File: src/rtl/rmmc_pkg.sv
// Package for the desk riser mode controller: payload structs, phase codes,
// mode and register index constants. Used by riser_motor_mode_controller_core.
`timescale 1ns / 1ps

package rmmc_pkg;

    localparam int SECONDS_WIDTH_DEF = 12;
    localparam int PERIOD_WIDTH      = 12;
    localparam int CFG_INDEX_WIDTH   = 2;

    localparam logic [CFG_INDEX_WIDTH-1:0] CFG_SIT_SECONDS   = 2'd0;
    localparam logic [CFG_INDEX_WIDTH-1:0] CFG_STAND_SECONDS = 2'd1;

    localparam logic [1:0] MODE_MANUAL = 2'd0;
    localparam logic [1:0] MODE_AUTO   = 2'd1;
    localparam logic [1:0] MODE_TIMER  = 2'd2;

    typedef enum logic [3:0] {
        PH_SELECT     = 4'd0,
        PH_MANUAL     = 4'd1,
        PH_AUTO       = 4'd2,
        PH_SIT_WAIT   = 4'd3,
        PH_SIT_ACK    = 4'd4,
        PH_DRIVE_ONE  = 4'd5,
        PH_STAND_WAIT = 4'd6,
        PH_STAND_ACK  = 4'd7,
        PH_DRIVE_TWO  = 4'd8
    } phase_t;

    typedef struct packed {
        logic enter_key;
        logic up_key;
        logic down_key;
        logic ack_key;
        logic presence_left;
        logic presence_mid;
        logic presence_right;
        logic limit_one;
        logic limit_two;
        logic second_tick;
    } in_item_t;

    typedef struct packed {
        logic       motor_a;
        logic       motor_b;
        logic       alert_led;
        logic [1:0] chosen_mode;
        logic       running;
    } out_item_t;

endpackage

File: src/rtl/riser_motor_mode_controller_core.sv
// Mode selection and motor control for a sit/stand desk riser.
// Depends on rmmc_pkg for payload structs, phase codes and constants.
// An accepted input item's result is registered and shows on m_ the next cycle.
// Throughput: one item per cycle while m_ready is high; the phase and counter
// registers update in the accepting cycle, the result register refilled as taken.
// Reset (aresetn low, synchronous): mode selection, manual choice, counter
// and drives cleared, both periods 0, no result pending.
`timescale 1ns / 1ps

module riser_motor_mode_controller_core #(
    parameter int SECONDS_WIDTH = rmmc_pkg::SECONDS_WIDTH_DEF
) (
    input  logic                                  aclk,
    input  logic                                  aresetn,
    input  logic                                  s_valid,
    output logic                                  s_ready,
    input  rmmc_pkg::in_item_t                    s_data,
    output logic                                  m_valid,
    input  logic                                  m_ready,
    output rmmc_pkg::out_item_t                   m_data,
    input  logic                                  cfg_valid,
    output logic                                  cfg_ready,
    input  logic [rmmc_pkg::CFG_INDEX_WIDTH-1:0]  cfg_index,
    input  logic [rmmc_pkg::PERIOD_WIDTH-1:0]     cfg_data
);
    import rmmc_pkg::*;

    localparam int CMP_WIDTH = (SECONDS_WIDTH > PERIOD_WIDTH) ? SECONDS_WIDTH : PERIOD_WIDTH;
    localparam logic [SECONDS_WIDTH-1:0] SECONDS_MAX = {SECONDS_WIDTH{1'b1}};

    phase_t                    phase_reg, phase_next;
    logic [1:0]                mode_reg, mode_next;
    logic [SECONDS_WIDTH-1:0]  count_reg, count_next;
    logic                      drive_a_reg, drive_a_next;
    logic                      drive_b_reg, drive_b_next;
    logic                      led_reg, led_next;
    logic [PERIOD_WIDTH-1:0]   sit_reg, stand_reg;
    logic                      m_valid_reg;
    out_item_t                 m_data_reg;

    logic                      accept;
    logic [SECONDS_WIDTH-1:0]  count_inc;
    logic                      sit_done, stand_done;
    logic [1:0]                mode_eff;
    logic                      keys_idle;

    assign s_ready   = !m_valid_reg || m_ready;
    assign accept    = s_valid && s_ready;
    assign cfg_ready = 1'b1;
    assign m_valid   = m_valid_reg;
    assign m_data    = m_data_reg;

    // Saturating tick count shared by both wait phases, and one period compare for each
    assign count_inc  = (s_data.second_tick && count_reg != SECONDS_MAX)
                        ? count_reg + 1'b1 : count_reg;
    assign sit_done   = CMP_WIDTH'(count_inc) >= CMP_WIDTH'(sit_reg);
    assign stand_done = CMP_WIDTH'(count_inc) >= CMP_WIDTH'(stand_reg);
    assign mode_eff   = (mode_reg == 2'd3) ? MODE_MANUAL : mode_reg;
    assign keys_idle  = !s_data.ack_key && !s_data.enter_key;

    // Next phase and mode choice
    always_comb begin
        phase_next = phase_reg;
        mode_next  = mode_reg;
        case (phase_reg)
            PH_MANUAL, PH_AUTO: begin
            end
            PH_SIT_WAIT: begin
                if (sit_done) phase_next = PH_SIT_ACK;
            end
            PH_SIT_ACK: begin
                if (s_data.ack_key) phase_next = PH_DRIVE_ONE;
            end
            PH_DRIVE_ONE: begin
                if (s_data.limit_one) phase_next = PH_STAND_WAIT;
            end
            PH_STAND_WAIT: begin
                if (stand_done) phase_next = PH_STAND_ACK;
            end
            PH_STAND_ACK: begin
                if (s_data.ack_key) phase_next = PH_DRIVE_TWO;
            end
            PH_DRIVE_TWO: begin
                if (s_data.limit_two) phase_next = PH_SIT_WAIT;
            end
            default: begin
                phase_next = PH_SELECT;
                mode_next  = mode_eff;
                if (s_data.enter_key) begin
                    case (mode_eff)
                        MODE_MANUAL: phase_next = PH_MANUAL;
                        MODE_AUTO:   phase_next = PH_AUTO;
                        default:     phase_next = PH_SIT_WAIT;
                    endcase
                end else if (s_data.up_key && !s_data.down_key) begin
                    mode_next = (mode_eff == MODE_TIMER) ? MODE_MANUAL : mode_eff + 2'd1;
                end else if (!s_data.up_key && s_data.down_key) begin
                    mode_next = (mode_eff == MODE_MANUAL) ? MODE_TIMER : mode_eff - 2'd1;
                end
            end
        endcase
    end

    // Drives, LED and seconds counter
    always_comb begin
        drive_a_next = drive_a_reg;
        drive_b_next = drive_b_reg;
        led_next     = led_reg;
        count_next   = count_reg;
        case (phase_reg)
            PH_MANUAL: begin
                if (keys_idle) begin
                    if (s_data.up_key && !s_data.down_key) begin
                        drive_a_next = 1'b0;
                        drive_b_next = !s_data.limit_one;
                    end else if (!s_data.up_key && s_data.down_key) begin
                        drive_a_next = !s_data.limit_two;
                        drive_b_next = 1'b0;
                    end else if (!s_data.up_key && !s_data.down_key) begin
                        drive_a_next = 1'b0;
                        drive_b_next = 1'b0;
                    end
                end
            end
            PH_AUTO: begin
                drive_a_next = s_data.presence_left && s_data.presence_mid &&
                               s_data.presence_right && !s_data.limit_two;
                drive_b_next = !s_data.presence_left && !s_data.presence_mid &&
                               !s_data.presence_right && !s_data.limit_one;
            end
            PH_SIT_WAIT: begin
                count_next = count_inc;
                if (sit_done) led_next = 1'b1;
            end
            PH_STAND_WAIT: begin
                count_next = count_inc;
                if (stand_done) led_next = 1'b1;
            end
            PH_SIT_ACK, PH_STAND_ACK: begin
                if (s_data.ack_key) led_next = 1'b0;
            end
            PH_DRIVE_ONE: begin
                if (s_data.limit_one) begin
                    drive_a_next = 1'b0;
                    drive_b_next = 1'b0;
                    led_next     = 1'b0;
                    count_next   = '0;
                end else begin
                    drive_a_next = 1'b0;
                    drive_b_next = 1'b1;
                end
            end
            PH_DRIVE_TWO: begin
                if (s_data.limit_two) begin
                    drive_a_next = 1'b0;
                    drive_b_next = 1'b0;
                    led_next     = 1'b0;
                    count_next   = '0;
                end else begin
                    drive_a_next = 1'b1;
                    drive_b_next = 1'b0;
                end
            end
            default: begin
                if (s_data.enter_key) begin
                    drive_a_next = 1'b0;
                    drive_b_next = 1'b0;
                    led_next     = 1'b0;
                    count_next   = '0;
                end
            end
        endcase
    end

    always_ff @(posedge aclk) begin
        if (!aresetn) begin
            phase_reg   <= PH_SELECT;
            mode_reg    <= MODE_MANUAL;
            count_reg   <= '0;
            drive_a_reg <= 1'b0;
            drive_b_reg <= 1'b0;
            led_reg     <= 1'b0;
            sit_reg     <= '0;
            stand_reg   <= '0;
            m_valid_reg <= 1'b0;
        end else begin
            if (cfg_valid) begin
                case (cfg_index)
                    CFG_SIT_SECONDS:   sit_reg   <= cfg_data;
                    CFG_STAND_SECONDS: stand_reg <= cfg_data;
                    default: begin
                    end
                endcase
            end
            if (accept) begin
                phase_reg   <= phase_next;
                mode_reg    <= mode_next;
                count_reg   <= count_next;
                drive_a_reg <= drive_a_next;
                drive_b_reg <= drive_b_next;
                led_reg     <= led_next;
                m_valid_reg <= 1'b1;
            end else if (m_ready) begin
                m_valid_reg <= 1'b0;
            end
        end
    end

    // Result register needs no reset: m_valid_reg qualifies it
    always_ff @(posedge aclk) begin
        if (accept) begin
            m_data_reg.motor_a     <= drive_a_next;
            m_data_reg.motor_b     <= drive_b_next;
            m_data_reg.alert_led   <= led_next;
            m_data_reg.chosen_mode <= mode_next;
            m_data_reg.running     <= (phase_next != PH_SELECT);
        end
    end

`ifndef SYNTHESIS
    a_drive_exclusive: assert property (@(posedge aclk) disable iff (!aresetn)
        m_valid_reg |-> !(m_data_reg.motor_a && m_data_reg.motor_b))
        else $error("both motor lines driven");

    a_idle_when_selecting: assert property (@(posedge aclk) disable iff (!aresetn)
        (m_valid_reg && !m_data_reg.running) |->
        (!m_data_reg.motor_a && !m_data_reg.motor_b && !m_data_reg.alert_led))
        else $error("drive or LED active while selecting");

    a_led_only_timer: assert property (@(posedge aclk) disable iff (!aresetn)
        (m_valid_reg && m_data_reg.alert_led) |->
        (m_data_reg.running && m_data_reg.chosen_mode == MODE_TIMER))
        else $error("LED lit outside timer mode");

    a_accept_gives_result: assert property (@(posedge aclk) disable iff (!aresetn)
        accept |=> m_valid_reg)
        else $error("accepted item produced no result");

    a_mode_in_range: assert property (@(posedge aclk) disable iff (!aresetn)
        mode_reg != 2'd3)
        else $error("mode choice out of range");
`endif

endmodule
File: config.mk
export PLATFORM = sky130hd
export DESIGN_NAME = riser_motor_mode_controller_core
export DESIGN_NICKNAME = d
export VERILOG_FILES = /design/src/rtl/rmmc_pkg.sv /design/src/rtl/riser_motor_mode_controller_core.sv
export SDC_FILE = /design/constraint.sdc
export NUM_CORES = 1
export LEC_CHECK = 0
export ABC_AREA = 1
export BUFFER_PORTS_ARGS = -buffer_cell sky130_fd_sc_hd__buf_2
export CAP_MARGIN = 20
export CORE_MARGIN = 2
export CORE_UTILIZATION = 53
export CTS_BUF_LIST = sky130_fd_sc_hd__clkbuf_8
export CTS_CLUSTER_SIZE = 16
export DETAILED_ROUTE_END_ITERATION = 12
export PLACE_DENSITY = 0.82
export SYNTH_ARGS = -nofsm -noshare
export SYNTH_HDL_FRONTEND = slang
export SYNTH_SLANG_ARGS = --single-unit
File: constraint.sdc
create_clock -name aclk -period 6.4 [get_ports aclk]
set_input_delay 1.28 -clock aclk [delete_from_list [all_inputs] [get_ports aclk]]
set_output_delay 1.28 -clock aclk [all_outputs]
set_load 0.05 [all_outputs]
Word-level counts from Yosys, hierarchy flattened. Cells that the tools add are included.

$lt $le $gt $ge: 2. Add/sub/neg operators: 3. Equal/unequal tests: 15. Muxes and demuxes: 44. Bitwise operators: 1. Reductions and logical operators: 37.

Operator list (number): 2-to-1 mux 12 bit (4); case mux 12 bit (4 select lines) (1); case mux 4 bit (7 select lines) (1); >= comparator 12 bit (2); 2-to-1 mux 4 bit (6); 2-to-1 mux 1 bit (20); == test 4 x 3 -> 1 bit, second input constant (4); 2-to-1 mux 2 bit (8); adder 12 x 1 -> 12 bit, second input constant (1); logical AND 1 bit (12); != test 12 bit, second input constant (1); zero test 1 bit (10); case mux 1 bit (5 select lines) (2); == test 4 x 2 -> 1 bit, second input constant (2); nonzero test 4 bit (2); OR reduction 4 bit (2); OR reduction 8 bit (1); case mux 1 bit (6 select lines) (1); OR reduction 2 bit (3); AND reduction 5 bit (1); == test 2 x 1 -> 1 bit, second input constant (2); == test 2 bit, second input constant (2); == test 4 x 1 -> 1 bit, second input constant (1); == test 4 bit, second input constant (1); 9 further kinds (12).

Output and inout port bits: 9. Flip-flop bits (word level): 52.

Longest topological paths before layout. Gate-level depths: netlist of the first run.

Word-level depth: 8. Depth in mapped cells: 20. Depth with buffers taken out: 20.

Worst setup path before layout of the first run. OpenSTA, ideal clock, no wires.

Path type: input-to-reg. Start point: in s_data[0] (netlist bit). End point: reg m_data_reg (netlist bit m_data[0]) (data pin). Arrival time: 2.781 ns. Path slack: 3.360 ns. Stages on the path: 16. Required time: 6.141 ns. Cell sequence: nand2_2 inv_4 buf_6 o21ai_0 inv_1 ha_1 nand2_1 nand2_1 nand2_1 nand2_1 a21oi_1 nand2_1 nand2_1 nand2_1 nor3_1 nand2_1.

Word-level cells in the longest chain between the ends: 6. Elaborated cells between the ends (all ways): 8. Classes of those cells: 2 x order compare; 4 x mux; 2 x reduce/logical.

RTL lines: start, declared (RTL line riser_motor_mode_controller_core.sv:17) `input rmmc_pkg::in_item_t s_data,`; logical AND 1 bit (*) (RTL line riser_motor_mode_controller_core.sv:54) `assign count_inc = (s_data.second_tick && count_reg != SECONDS_MAX)`; 2-to-1 mux 12 bit (*) (RTL line riser_motor_mode_controller_core.sv:55) `? count_reg + 1'b1 : count_reg;`; >= comparator 12 bit (on tied branches) (RTL line riser_motor_mode_controller_core.sv:57, riser_motor_mode_controller_core.sv:56); 2-to-1 mux 4 bit (on tied branches) (RTL line riser_motor_mode_controller_core.sv:78, riser_motor_mode_controller_core.sv:69); case mux 4 bit (7 select lines) (*) (RTL line riser_motor_mode_controller_core.sv:65) `case (phase_reg)`; nonzero test 4 bit (*) (RTL line riser_motor_mode_controller_core.sv:216) `m_data_reg.running <= (phase_next != PH_SELECT);`; end, declared (RTL line riser_motor_mode_controller_core.sv:39) `out_item_t m_data_reg;`.

Every way passes the cells marked *; elsewhere a longest branch is shown, timed or not. A chain may end at the register's enable or synchronous reset.

Worst setup path in the final report of the first run. Ends and elaborated chain as after synthesis.

==> flow_results.org, run 1 <==
** Timing
- At the pin with the least slew margin, the transition time is 0.701 ns.
- TNS Setup :: 0 ns
- Final Critical Period :: 3.03 ns
- Final Max Tran Viols :: 0
- The worst pin sits at a relative slew slack of 53.2%.
- Of the available clock period, the critical path in the final layout requires 47.3%.
- The hold violation total from the final report came to 0.
- Max Clk Rate :: 0.330 GHz
- Setup violations remaining at the end of the flow were counted as 0.
- Worst clock skew on the final layout :: 0.0138 ns
- RSZ-0062 raised after global routing :: no

** Placed design
- Summed over all nets, the half-perimeter wirelength after detailed placement is 5520 microns.
- Routability cong. :: 0.971
- IO Port Bufs :: 36

** Worst setup path
- The largest single stage delay on the critical path is 0.30 ns.
- Along the worst path, the maximum fanout reaches 19.
- STA classifies the critical path endpoint as a flip-flop.
- In this design, the largest share of critical-path delay is due to simple AND/OR/NAND/NOR gates.
- Buffers plus inverters on the worst setup path :: 3
- The worst setup path is launched from a primary input.
- Traced cell by cell, the critical path runs through buf_2 -> nand2_2 -> inv_4 -> nand3_1 -> nand2_1 -> nand2_1 -> ha_1 -> nand2_1 -> inv_1 -> nand2_1 -> nand2_1 -> a21oi_1 -> nand2_1 -> nand2_1 -> nand2_1 -> nor3_1 -> nand2_1.
- Register-to-register setup slack :: 3.47 ns
- Crit path arrival time :: 3.11 ns
- Setup crit start :: s_data[0]
- Launch point of the worst reg-to-reg path :: count_reg[0]
- Among the stages of the critical path, the cell type that occurs most often is nand2_1.
- The critical path in this run is classified as in -> reg.
- The largest individual stage delay along the critical path comes from the cell ha_1.
- STA puts the critical path data required time at 6.48 ns.

** Clock network
- Clock slew seen by the registers of the worst setup and hold paths :: 0.10 ns
- Number of buffers created by CTS :: 5
- CTS H-Tree Depth :: 2
- Buffers inserted to repair hold after CTS numbered 0.
- CTS root buffer :: clkbuf_8
- After clock tree synthesis, the repair step resized 0 gates.
- Clock Latency Late Sink :: 0.32 ns
- Number of clock sinks :: 52
- Counting along the longest clock path gives a buffer depth of 2.
- Buffers inserted during post-CTS setup optimization :: 0
- CTS tree :: yes

** Global route
- Initial antenna violation count :: 0
- Vias in the first global route :: 2853
- Global-route wire length before repair :: 12300 microns
- Entering global routing, the biggest net connects 28 pins.
- Global-route congestion overflow total :: 0
- Global routing used 21.1% of the available tracks.

** Route
- For this block, the via count after detailed routing is 3070.
- The count of nets left with antenna violations once routing finished came out at 0.
- Per-cell via count in the routed design :: 5.19
- Post-detailed-route wirelength per cell :: 12.1 microns
- Number of iterations in the first detailed-routing pass :: 5
- Violation count after the first detailed-route iteration :: 197
- DRT Wirelength :: 7160 microns
- Final routed DRC violation total :: 0

** Floorplan
- Site row count :: 28
- Io pins :: 38
- The die covers 0.00686 sq mm.
- For this configuration, the core starts out at a cell density of 55.3%.
- Core ar. :: 0.00596 sq mm
- Vertical die dimension :: 82.9 microns
- Die outline width :: 82.9 microns

** Pwr
- Power spread over the standard cell area amounts to 203 mW/mm^2.
- The worst-case IR drop observed on VDD is 0.0976 mV.
- Summed over all cells, the static leakage comes to 0.00168 uW.

** Synthesis
- Summed over all instances, the cell type with the most area after synthesis is dfxtp_1.
- Cell count after synthesis :: 486
- Summing the sequential cell areas from Yosys gives 33.4% of the chip area.
- Number of enable flip-flop cells after synthesis :: 6
- Number of distinct library cell variants in the gate-level netlist after synthesis :: 30
- Mapped Avg Cell Area :: 6.78 sq um
- Counting flops and latches in the post-synthesis netlist gives 52.
- After synthesis the cells add up to 0.00330 sq mm.
- Syn_nets :: 542
- Top_reg_cell synth :: dfxtp_1
- Largest cells by area after synthesis :: dfxtp_1 28%, nand2_1 14%, ha_1 10%
- Ranked by instance count, the synthesized netlist is headed by 127 x nand2_1, 73 x inv_1, 53 x a21oi_1, 47 x o21ai_0, 46 x dfxtp_1.
- After synthesis, the share of flip-flops with an asynchronous set or reset is 0%.
- Yosys warns :: 0
- Yosys instantiated no cell more often than nand2_1.
- Proportion of netlist area held by the largest area contributor :: 27.9%

** Hold path
- Min-Delay Path Class :: reg -> reg
- Hold_sp :: sit_reg[2]

** Finish
- Final Util :: 60.3%
- The number of antenna diodes in the final layout is 0.
- In the final layout, the share of cells above drive strength 1 is 12.4%.
- At the end of the flow, the number of nets in the layout was 572.
- Compared with the post-synthesis result, the final layout area differs by 9.04%.

** Outcome
- The run finished with clean final reports.

** Job
- Number of max-capacitance violations reported :: 0
## layout by cell type, fill, tap and decap left out, types with 2 or more instances in the layout
cell type and count:
nand2_1 127, inv_1 73, a21oi_1 53, o21ai_0 47
dfxtp_1 46, buf_2 36, nor2_1 32, ha_1 27
nand3_1 15, xor2_1 8, o211ai_1 6, edfxtp_1 6
nand4_1 5, a21oi_2 5, clkbuf_8 5, inv_2 4
nor2_2 4, inv_4 3, nor2_4 2, nand2_2 2
nor3_1 2, nand3_2 2
## kinds of logic after synthesis
group	share of synthesized area, %
buffers and inverters	11.0
other	0.114
AOI/OAI and AO/OA	18.7
adders and majority gates	10.3
and+or+nand+nor	24.1
DFF	33.4
xor gates and xnor gates	2.39
## tightest hold or removal path, stage by stage (launching register included)
cell and delay, ns:
dfxtp_1 0.31, inv_1 0.06, a21oi_1 0.06
## path summary, 6_finish.rpt
check	cells after the start	to
worst max-delay path	17	m_data[0]
worst min-delay path	2	sit_reg[2]
worst max register to register	19	m_data[0]
worst min register to register	2	sit_reg[2]
## routing by layer
layer  wire [microns]  track usage [%]  vias up  part of all wire [%]
met4              123             7.60        0                   1.7
met5                0                0        -                     0
met2             3520             37.5       61                    49
met1             3260             26.2     1371                    45
met3              254             2.68       14                   3.5
li1                 -                -     1624                     -
## stage by stage
stage / setup WS (ns) / power, uW / std cells / hold WS, ns / cell area, sq um
after floorplan: 3.36 / 491 / 486 / 0.435 / 3300
after global placement: 3.09 / 527 / 584 / 0.445 / 3500
after detailed placement: 3.04 / 532 / 584 / 0.457 / 3500
after CTS: 3.39 / 730 / 592 / 0.473 / 3590
after global routing: 3.06 / 769 / 592 / 0.499 / 3590
final: 3.37 / 728 / 592 / 0.468 / 3590
## area by class of cell
cell class	count	area, sq um
Clock buffer	5	68.8
Clock inverter	3	23.8
Fill cell	556	2360
Inverter	78	295
Multi-Input combinational cell	343	1830
Sequential cell	52	1100
Tap cell	75	93.8
Timing Repair Buffer	36	180
## power by group
| part | total (uW) | switching, uW | internal [uW] |
|---|---|---|---|
| registers | 358 | 8.30 | 349 |
| clock network | 203 | 122 | 80.6 |
| logic | 168 | 115 | 53.1 |
| total | 728 | 245 | 483 |
(Power assumes the default switching activity.)
==> inputs of run 2 (changes only) <==
Settings changed: ABC_AREA 1 to 0, PLACE_DENSITY 0.82 to 0.85.
Clock period 6.4 ns to 2.6 ns, I/O delays scaled along.
==> flow_results.org, run 2 <==
** Clock network
- The post-cts hold buffer count is 0 (unchanged).
- Clock slew seen by the registers of the worst setup and hold paths :: 0.10 ns (about the same)
- Number of buffers created by CTS :: 5 (unchanged)
- The H-tree depth was 2 (unchanged).
- The number of buffers on the longest clock path was 2 (unchanged).
- The clock sink count was 52 (unchanged).
- The worst-skew pair later-pin latency came to 0.31 ns (about the same).
- TritonCTS built the clock tree.
- The tree is rooted in a clkbuf_8.

** Floorplan
- The chip height was 83.1 microns (+0.34%).
- Initial core utilization :: 55.4% (+0.073 points)
- The overall die width is 83.1 microns (+0.34%).
- Site row count :: 28 (unchanged)
- Die area :: 0.00691 sq mm (+0.69%)
- The area of the placeable core came to 0.00599 sq mm (+0.59%).
- The I/O pin count is 38 (unchanged).

** Timing
- Final Critical Period :: 2.88 ns
- Based on the critical path, the design can be clocked at up to 0.347 GHz.
- The maximum clock skew at final layout is 0.0114 ns (-0.00238 ns).
- Final hold violation count :: 0 (unchanged)
- Final worst-path setup slack :: -0.280 ns (-3.65 ns)
- The count of final setup violators is 7 (+7).
- Tightest Pin Transition :: 0.774 ns (+0.0731 ns)
- Final Max Tran Viols :: 0 (unchanged)
- The worst-case headroom to the max-slew limit came to 48.3% (-5.0 points).
- Final Cycle Share :: 111%
- Setup repair after global routing could not meet its margin everywhere.

** Pwr
- Post-layout power :: 1890 uW (+160%)
- Switching part of the total power :: 30.9% (-2.8 points)
- Cell-internal power :: 1300 uW (+170%)
- Leakage :: 0.00186 uW (+11%)
- The sequential share of power is 46.8% (-2.3 points).
- The net switching power was 583 uW (+140%).
- Clock network power share :: 29.8% (+2.0 points)
- Power density relative to cell area :: 446 mW/mm^2 (+120%)
- Fraction of power consumed by combinational cells :: 23.4% (+0.3 points)
- The worst supply voltage drop on vdd came to 0.293 mV (+200%).

** Worst setup path
- The data arrival time of the critical path was 3.11 ns (about the same).
- The critical path is of the reg -> reg type.
- Data required time at the worst endpoint :: 2.83 ns (-3.65 ns)
- The worst setup path is captured at a flip-flop.
- Crit-path max FO :: 3 (-16)
- Crit start category :: flip-flop

** Route
- Via count of the routed design :: 3512 (+14%)
- Per-cell via count in the routed design :: 6.11 (+18%)
- DRT Wirelength :: 9180 microns (+28%)
- The average routed wire per standard cell is 16.0 microns (+32%).
- The violation count after the first detailed-route iteration is 208 (+5.6%).
- The post-detailed-route DRC marker count is 0 (unchanged).
- The number of iterations in the first detailed-routing pass is 5 (unchanged).
- The post-detailed-route count of antenna-violating nets is 0 (unchanged).

** Finish
- Area used by multi-input combinational logic :: 0.00216 sq mm (+18%)
- Antenna fix cells :: 0 (unchanged)
- From synthesis to final layout, the design area changed by 27.4%.
- The fill cell instance count of the final layout was 431 (-22%).
- Leaving out fill and tap cells, the most frequent cell in the layout is buf_4.
- The sequential cell area was 0.00112 sq mm (+1.7%).
- The summed area of non-filler cells in the final layout was 0.00423 sq mm (+18%).
- The total number of nets in the final design was 555 (-3.0%).
- The fraction of layout instances using a drive strength above 1 was 29.4% (+17 points).
- Final Util :: 70.6% (+10 points)
- Commonest cells after routing, fill and taps aside :: 59 x buf_4, 55 x nor2_1, 37 x dfxtp_1, 36 x a21oi_1, 36 x buf_2

** Placed design
- The number of buffers added on ports was 36 (unchanged).
- Total half-perimeter wirelength after legalization and detailed placement :: 6330 microns (+15%)
- Pre-CTS setup slack :: -0.350 ns (-3.39 ns)
- The global placer's final weighted congestion was 0.936 (-3.6%).
- Area post-placement :: 0.00391 sq mm (+12%)

** Synthesis
- Seq/Total Area, Yosys :: 33.2% (-0.24 points)
- Number of enable flip-flop cells after synthesis :: 6 (unchanged)
- The post-synthesis sequential element count came to 52 (unchanged).
- The number of distinct library cell variants in the gate-level netlist after synthesis was 56 (+87%).
- For this run, the leading register cell type out of synthesis is dfxtp_1.
- The average instance area after synthesis came to 7.96 sq um (+17%).
- The area of the mapped netlist came to 0.00332 sq mm (+0.72%).
- Largest cells by area after synthesis :: dfxtp_1 28%, ha_1 10%, nor2_1 6.4%
- Post-synth ARST share :: 0% (unchanged)
- Yosys warns :: 0 (unchanged)
- Syn_nets :: 473 (-13%)
- Cell accounting for the most synthesized area :: dfxtp_1
- The share of the synthesized area in the top cell type came to 27.7% (-0.20 points).
- In the post-synthesis netlist, the cell with the most instances is nor2_1.
- Counting instances in the post-synthesis netlist gives the leading cell types as 57 x nor2_1, 46 x dfxtp_1, 40 x a21oi_1, 32 x nand2_1.
- The number of instances in the synthesized netlist is 417 (-14%).

** Global route
- Global-route congestion overflow total :: 0 (unchanged)
- The global-route wire length before repair is 15100 microns (+23%).
- Initial antenna violation count :: 0 (unchanged)
- The largest net degree at the start of global routing is 38 (+36%).
- The all-layer global routing usage came to 26.3% (+5.2 points).
- The number of global-route vias before repair came to 3354 (+18%).

** Job
- Number of max-capacitance violations reported :: 0 (unchanged)

** Hold path
- The min-delay analysis places its worst path in the category in -> reg.

** Outcome
- Violated checks :: negative setup slack
- Status :: finished, violations left
[run 2: cell types whose count changed after synthesis, sizes merged, moves of 8 or more]
cell    change
nand2b      +8
mux2i      +15
nand2      -97
a21oi      -18
nor2       +19
inv        -51
o21ai      -29
[run 2: power by group through the flow]
stage	clock (uW)	combinational, uW	sequential [uW]
3_5_place_dp	0	420	899
5_1_grt	597	479	885
3_3_place_gp	0	407	896
6_report	563	441	882
2_1_floorplan	0	267	929
4_1_cts	570	430	880
[run 2: repair_timing]
item                                    CTS  global route
pin swaps                                15             4
endpoints found under the setup margin    6             7
setup buffers                            15             1
resized for setup                        20             4
cloned                                    0             0
[run 2: cells by family after synthesis]
group / count (synthesis) / synth area share [%]
DFF: 52 / 33.2
adders and majority gates: 27 / 10.2
buffers and inverters: 50 / 6.26
and+or+nand+nor: 158 / 23.5
muxes: 16 / 4.86
xor gates and xnor gates: 11 / 2.90
other: 1 / 0.113
AOI/OAI and AO/OA: 102 / 19.0
[run 2: metal layers]
| layer | vias to the layer above | share of wire, % | track usage, % |
|---|---|---|---|
| li1 | 1650 | - | - |
| met1 | 1679 | 39 | 29.7 |
| met2 | 142 | 50 | 47.5 |
| met3 | 41 | 5.6 | 4.17 |
| met4 | 0 | 4.8 | 13.7 |
| met5 | - | 0 | 0 |
[run 2: layout make-up]
class / instances / share of cell area [%]
multi-input combinational: 315 / 51.1
inverter: 29 / 2.57
timing repair buffer: 96 / 15.0
clock buffer: 5 / 1.63
sequential: 52 / 26.5
clock inverter: 3 / 1.01
tap: 75 / 2.22
[run 2: critical path: stages, from the launching register on]
cell and delay [ns]:
dfxtp_4 0.37, nand3_4 0.09, or4_4 0.53, and3b_1 0.21, nand2_2 0.09, xnor2_2 0.09, ha_1 0.32, nand2_1 0.11
or4_4 0.52, nand3_2 0.11, and3b_1 0.18, o31ai_1 0.18
[run 2: path summary, 6_finish.rpt]
| path | start | end | slack, ns | cells after the start |
|---|---|---|---|---|
| max | count_reg[6] | phase_reg[0] | -0.28 | 11 |
| min | cfg_data[2] | sit_reg[2] | 0.45 | 3 |
| min reg2reg | count_reg[10] | count_reg[10] | 0.47 | 2 |
| max reg2reg | count_reg[6] | phase_reg[0] | -0.28 | 11 |
[run 2: per-stage QoR]
stage               hold slack [ns]  setup TNS, ns  instances
floorplan                     0.445         -0.164        417
global route                  0.462          -2.26        575
CTS                           0.445         -0.921        574
global placement              0.466          -1.03        551
finish                        0.447          -1.32        575
detailed placement            0.469          -1.57        551
==> inputs of run 3 (changes only) <==
Settings changed: ABC_AREA 0 to 1.
==> flow_results.org, run 3 (same netlist as run 1, synthesis figures left out) <==
** Outcome
- The flow ran to the end, but the final reports show violations.
- The checks that failed: negative setup slack.

** Floorplan
- Die outline width :: 82.9 microns (-0.34%)
- Initial core utilization :: 55.3% (-0.073 points)
- The area enclosed by the die boundary is 0.00686 sq mm (-0.68%).
- Io pins :: 38 (unchanged)
- The area of the placeable core came to 0.00596 sq mm (-0.58%).
- The standard-cell row count was 28 (unchanged).
- The chip height was 82.9 microns (-0.34%).

** Finish
- The diode insertion count for antenna repair is 0 (unchanged).
- Most common cell after layout, fill and taps aside :: nand2_1
- Final Net Count :: 596 (+7.4%)
- The area added between synthesis and finish was 27.3% (about the same).
- The summed area of non-filler cells in the final layout came to 0.00420 sq mm (-0.80%).
- Commonest cells after routing, fill and taps aside :: 114 x nand2_1, 69 x inv_1, 48 x a21oi_1, 44 x o21ai_0, 39 x dfxtp_1
- The fraction of layout instances using a drive strength above 1 was 28.3% (-1.1 points).

** Placed design
- The placed standard-cell area is 0.00361 sq mm (-7.6%).
- The worst setup slack after placement came to -0.110 ns (+0.240 ns).
- Total half-perimeter wirelength after legalization and detailed placement :: 5930 microns (-6.3%)
- The global placer's final weighted congestion is 0.883 (-5.7%).
- IO Port Bufs :: 36 (unchanged)

** Timing
- The count of final setup violators is 6 (-1).
- The hold violation total from the final report was 0 (unchanged).
- The fmax was 0.361 GHz (+3.9%).
- Worst slew margin :: 49.5% (+1.3 points)
- The actual slew at the worst max-slew pin was 0.756 ns (-0.0174 ns).
- The number of max-slew violations in the final report is 0 (unchanged).
- The portion of the clock cycle consumed by the worst path in the final layout was 107% (-4.2 points).
- The post-route minimum period is 2.77 ns (-0.109 ns).
- The final-layout worst hold slack was 0.459 ns (+0.0118 ns).
- Final worst-path setup slack :: -0.171 ns (+0.109 ns)
- Worst clock skew on the final layout :: 0.0174 ns (+0.00596 ns)
- Setup repair after global routing could not meet its margin everywhere.

** Worst setup path
- Number of cells on the worst reg-to-reg path :: 18 (+7)
- Critical Path End Type :: flip-flop
- Following the worst setup path forward leads to its endpoint at m_data[0].
- The endpoint identified for the worst register-to-register timing path is m_data[0].
- Setup crit start :: count_reg[5]
- The data arrival time of the critical path is 2.84 ns (-0.27 ns).
- The worst setup path is of the reg -> reg kind.
- In this run the critical register-to-register path is launched from count_reg[5].
- The worst setup path is launched from a flip-flop.
- Data required time at the worst endpoint :: 2.67 ns (-0.16 ns)
- The flop-to-flop setup slack is -0.17 ns (+0.11 ns).
- The highest fanout seen on the critical path came to 8 (+5).

** Global route
- The number of antenna violations at the first check in global routing was 0 (unchanged).
- The global routing usage on met2 is 43.4% (-4.1 points).
- The total global routing overflow came to 0 (unchanged).
- The number of global-route vias before repair was 3190 (-4.9%).
- Highest-utilization routing layer at the global route stage :: met2
- Pin count of the biggest net entering global routing :: 28 (-26%)
- The all-layer global routing usage came to 23.2% (-3.1 points).
- Met3 capacity usage during global routing :: 3.48% (-0.70 points)
- The global-route wire length before repair was 13500 microns (-11%).
- Global routing usage on met1 :: 25.8% (-3.9 points)

** Clock network
- Hold Buf Count CTS :: 0 (unchanged)
- Maximum clock insertion buffer count :: 2 (unchanged)
- The total clock buffers created by CTS was 5 (unchanged).
- Number of clock sinks :: 52 (unchanged)
- TritonCTS built the clock tree.
- CTS H-Tree Depth :: 2 (unchanged)
- In this run the clock root is driven by a clkbuf_8.
- Clock Latency Late Sink :: 0.33 ns (+0.02 ns)
- Clock slew seen by the registers of the worst setup and hold paths :: 0.10 ns (about the same)

** Pwr
- Fraction of power consumed by combinational cells :: 27.7% (+4.3 points)
- Leakage :: 0.00184 uW (-1.2%)
- The worst supply voltage drop on vdd is 0.296 mV (+0.97%).
- Clock network power share :: 26.1% (-3.7 points)
- The switching power share of the total was 35.3% (+4.4 points).
- Reg power frac :: 46.2% (-0.6 points)
- Cell-internal power :: 1230 uW (-5.3%)
- The total power is 1910 uW (+1.1%).
- Power density relative to cell area :: 454 mW/mm^2 (+1.9%)
- Net Sw Power :: 674 uW (+15%)

** Route
- The violation count after the first detailed-route iteration was 248 (+19%).
- DRT Wirelength :: 9850 microns (+7.2%)
- Final routed DRC violation total :: 0 (unchanged)
- Per-cell via count in the routed design :: 5.80 (-5.1%)
- The vias after detailed routing is 3572 (+1.7%).
- Post-detailed-route wirelength per cell :: 16.0 microns (about the same)
- Remaining antenna violation count after routing :: 0 (unchanged)
- The number of iterations in the first detailed-routing pass was 5 (unchanged).

** Hold path
- The path class of the tightest hold or removal check is in -> reg.

** Job
- The max capacitance violation total was 0 (unchanged).
[run 3: cell types whose count changed in the layout (fill, tap and decap cells not counted), moves of 12 or more]
cell and delta:
mux2i_1 -15, o21ai_0 +29, nand2_1 +85, ha_1 -13, a21oi_1 +12, ha_4 +13
buf_4 -37, inv_1 +41, nor2_1 -33
[run 3: layer usage]
metal | routed length, microns | vias up
li1 | - | 1672
met1 | 3700 | 1671
met2 | 5120 | 170
met3 | 527 | 59
met4 | 501 | 0
met5 | 0 | -
[run 3: worst min path at each step]
stage	start	to	slack, ns	cells past startpoint
floorplan	sit_reg[1]	sit_reg[1]	0.43	2
global placement	sit_reg[8]	sit_reg[8]	0.45	2
detailed placement	stand_reg[8]	stand_reg[8]	0.46	2
CTS	cfg_data[0]	stand_reg[0]	0.45	3
global route	cfg_data[0]	stand_reg[0]	0.47	3
finish	cfg_data[0]	stand_reg[0]	0.46	3
[run 3: power groups by stage]
stage,Combinational [uW],Clock (uW),Sequential [uW]
global route,579,532,884
finish,527,498,881
floorplan,269,0,939
detailed placement,419,0,899
CTS,449,499,881
global placement,406,0,898
[run 3: timing repair]
action	CTS	global route
cloned	1	0
pin swaps	8	34
endpoints found under the setup margin	1	6
resized for setup	27	61
buffers inserted	4	6
[run 3: final cells by class]
| cell class | instances | area, sq um |
|---|---|---|
| clock buffer | 5 | 68.8 |
| clock inverter | 3 | 23.8 |
| fill | 447 | 1760 |
| inverter | 78 | 300 |
| multi-input combinational | 343 | 2230 |
| sequential | 52 | 1110 |
| tap | 75 | 93.8 |
| timing repair buffer | 59 | 357 |
| timing repair inverter | 1 | 11.3 |
[run 3: metrics by stage]
step	TNS (ns)	util [%]	instances
2_1_floorplan	0	-	486
3_3_place_gp	-0.00915	60.7	598
3_5_place_dp	-0.110	60.7	598
4_1_cts	0	64.6	611
5_1_grt	-1.20	70.5	616
6_report	-0.382	70.5	616
[run 3: critical path, stage by stage (launching register included)]
cell,delay [ns]
dfxtp_4,0.38
nand2_1,0.10
nor2_1,0.18
nand4_1,0.16
nand2_4,0.19
inv_8,0.07
buf_4,0.15
nand3_1,0.07
nand2_1,0.07
inv_2,0.12
ha_4,0.22
a21oi_1,0.19
nand2_1,0.09
nand2_2,0.08
nand2_1,0.06
nand2_2,0.08
nand2_2,0.07
nor3_2,0.18
nand2_1,0.07
